File: config.mk
export PLATFORM = sky130hd
export DESIGN_NAME = lkrc_cell
export DESIGN_NICKNAME = d
export VERILOG_FILES = /design/src/hdl/lkrc_pkg.sv /design/src/hdl/lkrc_cell.sv
export SDC_FILE = /design/constraint.sdc
export NUM_CORES = 1
export LEC_CHECK = 0
export ABC_CLOCK_PERIOD_IN_PS = 2930
export BUFFER_PORTS_ARGS = -buffer_cell sky130_fd_sc_hd__buf_4
export CAP_MARGIN = 25
export CORE_MARGIN = 5
export CORE_UTILIZATION = 48
export CTS_CLUSTER_SIZE = 40
export DETAILED_ROUTE_END_ITERATION = 7
export GPL_TIMING_DRIVEN = 0
export PLACE_DENSITY_LB_ADDON = 0.1
export SLEW_MARGIN = 20
export SYNTH_ARGS = -nofsm -noshare
export SYNTH_HDL_FRONTEND = slang
export SYNTH_SLANG_ARGS = --single-unit
File: constraint.sdc
create_clock -name i_clk -period 2.93 [get_ports i_clk]
set_input_delay 0.1465 -clock i_clk [delete_from_list [all_inputs] [get_ports i_clk]]
set_output_delay 0.1465 -clock i_clk [all_outputs]
set_load 0.005 [all_outputs]
File: src/hdl/lkrc_pkg.sv
// Package for the keyed result cache: command codes, key, scan token and
// write-back bundles shared by the cell row and the top level.
// No dependencies.
package lkrc_pkg;

    localparam int KEY_MONTH_W = 4;
    localparam int KEY_YEAR_W  = 14;
    localparam int START_W     = 64;
    localparam int LEN_W       = 5;
    localparam int STAMP_W     = 32;
    localparam int SLOT_W      = 5;

    typedef enum logic [1:0] {
        CMD_LOOKUP = 2'd0,
        CMD_INSERT = 2'd1,
        CMD_SETLEN = 2'd2,
        CMD_NONE   = 2'd3
    } t_cmd;

    typedef struct packed {
        logic [KEY_MONTH_W-1:0] month;
        logic [KEY_YEAR_W-1:0]  year;
        logic                   leap;
        logic                   scheme;
    } t_key;

    // Running scan result handed from cell to cell.
    typedef struct packed {
        logic               valid;
        logic               hit;
        logic               empty;
        logic               have_min;
        logic [STAMP_W-1:0] min_stamp;
        logic [START_W-1:0] start;
        logic [LEN_W-1:0]   len;
    } t_tok;

    // Write-back broadcast to the row.
    typedef struct packed {
        logic               key_we;
        logic               start_we;
        logic               len_we;
        logic               stamp_we;
        t_key               key;
        logic [START_W-1:0] start;
        logic [LEN_W-1:0]   len;
        logic [STAMP_W-1:0] stamp;
    } t_wr;

endpackage

File: src/hdl/lkrc_cell.sv
// One cache entry of the keyed result cache plus its stage of the scan chain.
// Depends on lkrc_pkg.
module lkrc_cell #(
    parameter int ENTRIES = 32,
    parameter int INDEX   = 0
) (
    input  logic                                   i_clk,
    input  logic                                   i_rst_n,
    input  lkrc_pkg::t_key                         i_key,
    input  lkrc_pkg::t_tok                         i_tok,
    input  logic [((ENTRIES > 1) ? $clog2(ENTRIES) : 1)-1:0] i_hit_idx,
    input  logic [((ENTRIES > 1) ? $clog2(ENTRIES) : 1)-1:0] i_empty_idx,
    input  logic [((ENTRIES > 1) ? $clog2(ENTRIES) : 1)-1:0] i_min_idx,
    output lkrc_pkg::t_tok                         o_tok,
    output logic [((ENTRIES > 1) ? $clog2(ENTRIES) : 1)-1:0] o_hit_idx,
    output logic [((ENTRIES > 1) ? $clog2(ENTRIES) : 1)-1:0] o_empty_idx,
    output logic [((ENTRIES > 1) ? $clog2(ENTRIES) : 1)-1:0] o_min_idx,
    input  lkrc_pkg::t_wr                          i_wr,
    input  logic [((ENTRIES > 1) ? $clog2(ENTRIES) : 1)-1:0] i_wr_idx
);
    import lkrc_pkg::*;

    localparam int IW = (ENTRIES > 1) ? $clog2(ENTRIES) : 1;
    localparam logic [IW-1:0] MY_IDX = IW'(INDEX);

    t_key               r_key;
    logic [START_W-1:0] r_start;
    logic [LEN_W-1:0]   r_len;
    logic [STAMP_W-1:0] r_stamp;

    t_tok               r_tok, n_tok;
    logic [IW-1:0]      r_hit_idx, n_hit_idx;
    logic [IW-1:0]      r_empty_idx, n_empty_idx;
    logic [IW-1:0]      r_min_idx, n_min_idx;

    logic               occupied;
    logic               sel;

    assign occupied = (r_start != '0);
    assign sel      = (i_wr_idx == MY_IDX);

    always_comb begin
        n_tok       = i_tok;
        n_hit_idx   = i_hit_idx;
        n_empty_idx = i_empty_idx;
        n_min_idx   = i_min_idx;
        if (i_tok.valid) begin
            if (!i_tok.hit && occupied && (r_key == i_key)) begin
                n_tok.hit   = 1'b1;
                n_tok.start = r_start;
                n_tok.len   = r_len;
                n_hit_idx   = MY_IDX;
            end
            if (!i_tok.empty) begin
                if (!occupied) begin
                    n_tok.empty = 1'b1;
                    n_empty_idx = MY_IDX;
                end else if (!i_tok.have_min || (r_stamp < i_tok.min_stamp)) begin
                    n_tok.have_min  = 1'b1;
                    n_tok.min_stamp = r_stamp;
                    n_min_idx       = MY_IDX;
                end
            end
        end
    end

    // advance the token one cell
    always_ff @(posedge i_clk) begin
        if (!i_rst_n) begin
            r_tok <= '0;
        end else begin
            r_tok <= n_tok;
        end
        r_hit_idx   <= n_hit_idx;
        r_empty_idx <= n_empty_idx;
        r_min_idx   <= n_min_idx;
    end

    // entry storage; only the start word needs a reset (zero marks empty)
    always_ff @(posedge i_clk) begin
        if (!i_rst_n) begin
            r_start <= '0;
        end else if (sel && i_wr.start_we) begin
            r_start <= i_wr.start;
        end
    end

    always_ff @(posedge i_clk) begin
        if (sel && i_wr.key_we) begin
            r_key <= i_wr.key;
        end
        if (sel && i_wr.len_we) begin
            r_len <= i_wr.len;
        end
        if (sel && i_wr.stamp_we) begin
            r_stamp <= i_wr.stamp;
        end
    end

    assign o_tok       = r_tok;
    assign o_hit_idx   = r_hit_idx;
    assign o_empty_idx = r_empty_idx;
    assign o_min_idx   = r_min_idx;

endmodule

# Yosys cells after proc, flatten, opt, wreduce, memory -nomap -nowiden
# Cells that the tools add are included.
word_totals:
  reg_bits: 241
  out_inout_bits: 120
classes:
  order_cmp: 1
  eq_ne: 1
  muxes: 16
  n_reduce_logical: 11
op_table:
  columns: ["cell", "count"]
  rows:
  - ["$mux 104", 1]
  - ["$mux 69", 1]
  - ["$mux 33", 2]
  - ["$reduce_bool 64->1", 1]
  - ["$mux 5", 9]
  - ["$mux 34", 1]
  - ["$lt 32x32->1", 1]
  - ["$eq 20x20->1", 1]
  - ["$logic_and 1x1->1", 6]
  - ["$logic_not 5->1", 1]
  - ["$logic_not 1->1", 2]
  - ["$mux 1", 2]
  - ["$logic_or 1x1->1", 1]

# Depth between registers and ports, before layout
depth:
  depth_word: 6
  depth_mapped: 10
  ltp_nobuf: 8

# Worst setup path before layout
# Ideal clock, no wire load.
synth_path:
  path_type: "flip-flop to flip-flop"
  startpoint: "register r_stamp[15]"
  endpoint: "register r_tok, in the netlist o_tok[100]"
  setup_ps: 120
  arrival_time_ps: 2004
  required_time_ps: 2810
  setup_slack_ps: 806
  path_stages_with_launch: 10
  n_path_buf: 2
  period_less_slack_ps: 2124
  path_cell_list: "edfxtp_1 -> ha_1 -> and4_1 -> nand2_1 -> or4_1 -> a31oi_1 -> nor3_1 -> buf_6 -> buf_6 -> mux2i_1"
synth_between:
  elab_chain_len: 6
synth_rtl:
  columns: ["element", "line", "rtl"]
  rows:
  - ["from (decl)", "lkrc_cell.sv:29", "logic [STAMP_W-1:0] r_stamp;"]
  - ["from (signal assigned)", "lkrc_cell.sv:96", "r_stamp <= i_wr.stamp;"]
  - ["$lt 32x32->1", "lkrc_cell.sv:58", "end else if (!i_tok.have_min || (r_stamp < i_tok.min_stamp)) begin"]
  - ["$logic_or 1x1->1", "lkrc_cell.sv:58", null]
  - ["$mux 33", "lkrc_cell.sv:58", null]
  - ["$mux 33", "lkrc_cell.sv:55", "if (!occupied) begin"]
  - ["$mux 34", "lkrc_cell.sv:54", "if (!i_tok.empty) begin"]
  - ["$mux 104", "lkrc_cell.sv:47", "if (i_tok.valid) begin"]
  - ["to (signal assigned)", "lkrc_cell.sv:72", "r_tok <= n_tok;"]
  - ["to (decl)", "lkrc_cell.sv:31", "t_tok r_tok, n_tok;"]
# Every way passes these cells.
# A chain may end at the register's enable or synchronous reset.

# Worst setup path after layout
layout_path:
  startpoint: "register r_start[19]"
  endpoint: "register r_tok, in the netlist o_tok[45]"
layout_between:
  elab_chain_len: 5
layout_rtl:
  columns: ["element", "line", "rtl"]
  rows:
  - ["from (decl)", "lkrc_cell.sv:27", "logic [START_W-1:0] r_start;"]
  - ["from (signal assigned)", "lkrc_cell.sv:84", "r_start <= i_wr.start;"]
  - ["$reduce_bool 64->1", "lkrc_cell.sv:39", "assign occupied = (r_start != '0);"]
  - ["$logic_and 1x1->1 (2 in a row)", "lkrc_cell.sv:48", "if (!i_tok.hit && occupied && (r_key == i_key)) begin"]
  - ["$mux 69", "lkrc_cell.sv:48", null]
  - ["$mux 104", "lkrc_cell.sv:47", null]
# Every way passes these cells.

==> results.yml <==
setup_path:
  r2r_start: "r_start[19]"
  cp_max_fo: 10
  worstPathArrival_ps: 3290
  rrSetupSlack_ps: 20
  endpoint: "o_tok[45]"
  end_kind: "flip-flop"
  required_ps: 3310
  r2r_cells: 8
  critPathKind: "reg2reg"
  startpoint_type: "flip-flop"
  cp-startpoint: "r_start[19]"
  r2r_end: "o_tok[45]"
power:
  power.density_nw_per_um2: 497
  ir_drop_mv: 0.516
  leakage_nw: 6.91
  finalPower_w: 0.00807
floorplan:
  pin_count: 392
  num_rows: 51
  die_width_um: 152
  coreArea_um2: 19600
  start_util_pct: 49.1
  dieArea_um2: 23000
  die_h_um: 152
min_path:
  hp-class: "in2reg"
  holdPathStages: 3
synthesis:
  ys_ff_latch: 241
  synth_ff_type: "dfxtp_1"
  yosysSeqAreaShare_pct: 56.0
  synth_edf_count: 57
  synth_area_leaders: "dfxtp_1 (38%), edfxtp_1 (18%), mux2i_1 (11%), nand2_1 (8.0%), nor2b_1 (5.2%)"
  synth-async-reset-ratio_pct: 0
  synth.lib_cells_used.distinct: 34
  syn_inst: 909
  synth.avg_cell_area_um2: 10.6
  synth_top_area_share_pct: 38.3
  netlist_area_um2: 9630
  synth_nets: 1212
  synth_area_leader_cell: "dfxtp_1"
  synth_warnings: 0
sta:
  hold_ws_ps: 35.9
  setup_viol: 0
  worst_pin_slew_ps: 902
  grt_setup_unrepaired: "no"
  min_period_ps: 2910
  max_freq_ghz: 0.344
  fin_crit_sh_pct: 99.4
  setup_tns_ps: 0
  hold_violations: 0
  skew_ps: 19.7
  drv_slew: 0
  relSlewSlack_pct: 39.9
flow_run:
  maxCapViolCount: 0
clock_network:
  cts_buffers: 26
  htreeDepth: 1
  ctsLongestPathBuffers: 3
  cts_tree: "built"
  path_clk_slew_ps: 60
  clk-insertion-delay-late_ps: 520
  cts_sinks: 241
  clockRootBuffer: "clkbuf_16"
  cts_setup_buffers: 0
layout:
  final_common_cell: "buf_4"
  drive_above_1_share_pct: 28.7
  finalNetCount: 1872
  final_util_pct: 82.8
  area_growth_pct: 68.5
  fillers: 1019
  final_cell_mix: "buf_4 (396), dlygate4sd3_1 (241), nand2_1 (205), dfxtp_1 (184), mux2i_1 (101)"
global_routing:
  grt_pass1_wl_mm: 55.2
  grt_remaining_overflow: 0
  grt_pass1_vias: 10200
  antenna_found_initial: 5
  grt_max_degree: 21
  grt_use_total_pct: 31.0
detailed_routing:
  detail_route.drc_violations: 0
  drtIter0Drc: 472
  routed_wl_mm: 37.0
  postRouteAntennaNets: 0
  maxUsedRoutingLayer: "met4"
  routed-wl-met2_mm: 19.2
  wl_met1_mm: 13.2
  wl_met3_mm: 3.15
  post_drt_via_cell_ratio: 5.02
  detail_route.wl_per_cell_um: 19.9
  drt_pass1_iterations: 5
  num_vias: 9333
status:
  status: "finished clean"
placed_design:
  gp_congestion: 0.826
  hpwl_mm: 23.1
  numPortBuffers: 390
-- cell type report --
cell class,count,area [um2],share of cell area [%]
clock inverter,7,60.1,0.370
timing repair buffer,632,5370,33.1
antenna,5,12.5,0.0771
sequential,241,5400,33.3
tap,265,332,2.04
inverter,32,120,0.740
buffer,47,240,1.48
multi-input combinational,589,3870,23.9
clock buffer,40,826,5.09
-- state kept, by name (all words and copies together) (netlist names) --
signal       count
r_start         64
o_hit_idx        5
r_len            5
o_min_idx        5
o_tok          105
r_key           20
o_empty_idx      5
r_stamp         32
-- metal layers --
| metal | up-vias | global-route usage (%) |
|---|---|---|
| li1 | 4371 | - |
| met1 | 4434 | 33.7 |
| met2 | 439 | 57.4 |
| met3 | 89 | 7.79 |
| met4 | 0 | 12.1 |
| met5 | - | 0 |
-- through the flow --
step           cells  area, um2  setup slack [ps]
6_report        1858      16200              18.9
5_1_grt         1858      16200              54.2
4_1_cts         1853      16200               186
3_5_place_dp    1565      12900               209
3_3_place_gp    1564      12900              93.1
2_1_floorplan    909       9630               806
-- cells by family after synthesis --
family	after synthesis	share of synthesized area, %
AOI/OAI and AO/OA	92	6.59
xor gates and xnor gates	20	1.82
adders and majority gates	31	4.03
buffers and inverters	79	3.74
DFF	241	56.0
muxes	101	10.5
and+or+nand+nor	345	17.3
-- synth_stat cells, types with 3 or more instances --
cell / count
a21boi_0: 51
a21boi_1: 14
a21oi_1: 15
and2_1: 10
and4_1: 3
buf_2: 9
buf_4: 6
buf_6: 4
clkbuf_1: 28
dfxtp_1: 184
edfxtp_1: 57
ha_1: 31
inv_1: 32
mux2i_1: 101
nand2_1: 205
nand3_1: 3
nand4_1: 11
nor2_1: 5
nor2b_1: 80
nor4_1: 18
o21ai_0: 7
xnor2_1: 8
xor2_1: 12
-- critical path, stage by stage, from the launching register on --
cell     delay [ps]
dfxtp_1         330
nor4_1          730
nand4_1         310
nor4_4          450
nor4_2          130
buf_4           230
buf_4           220
mux2i_1         250
nor2b_1         100
-- power breakdown --
part | leakage [nW] | total (W) | switching [W] | internal, W
clock network | 0.445 | 0.00335 | 0.00133 | 0.00202
logic | 4.43 | 0.00115 | 0.000431 | 0.000714
registers | 2.03 | 0.00357 | 0.0000479 | 0.00352
total | 6.91 | 0.00807 | 0.00181 | 0.00626
-- worst min-delay path by stage --
stage | end | start | slack [ps]
after detailed placement | r_key[0] | i_wr[101] | 330
after CTS | o_tok[42] | i_tok[42] | 10
final | o_tok[42] | i_tok[42] | 40
after floorplan | r_key[0] | i_wr[101] | 250
after global placement | r_key[13] | i_wr[114] | 320
after global routing | o_tok[42] | i_tok[42] | 30
-- repair_timing --
| item | CTS | global route |
|---|---|---|
| gates resized for setup | 0 | 0 |
| hold buffers | 241 | 0 |
| endpoints found under the hold margin | 240 | 0 |
Power figures use the tool's default switching activity.
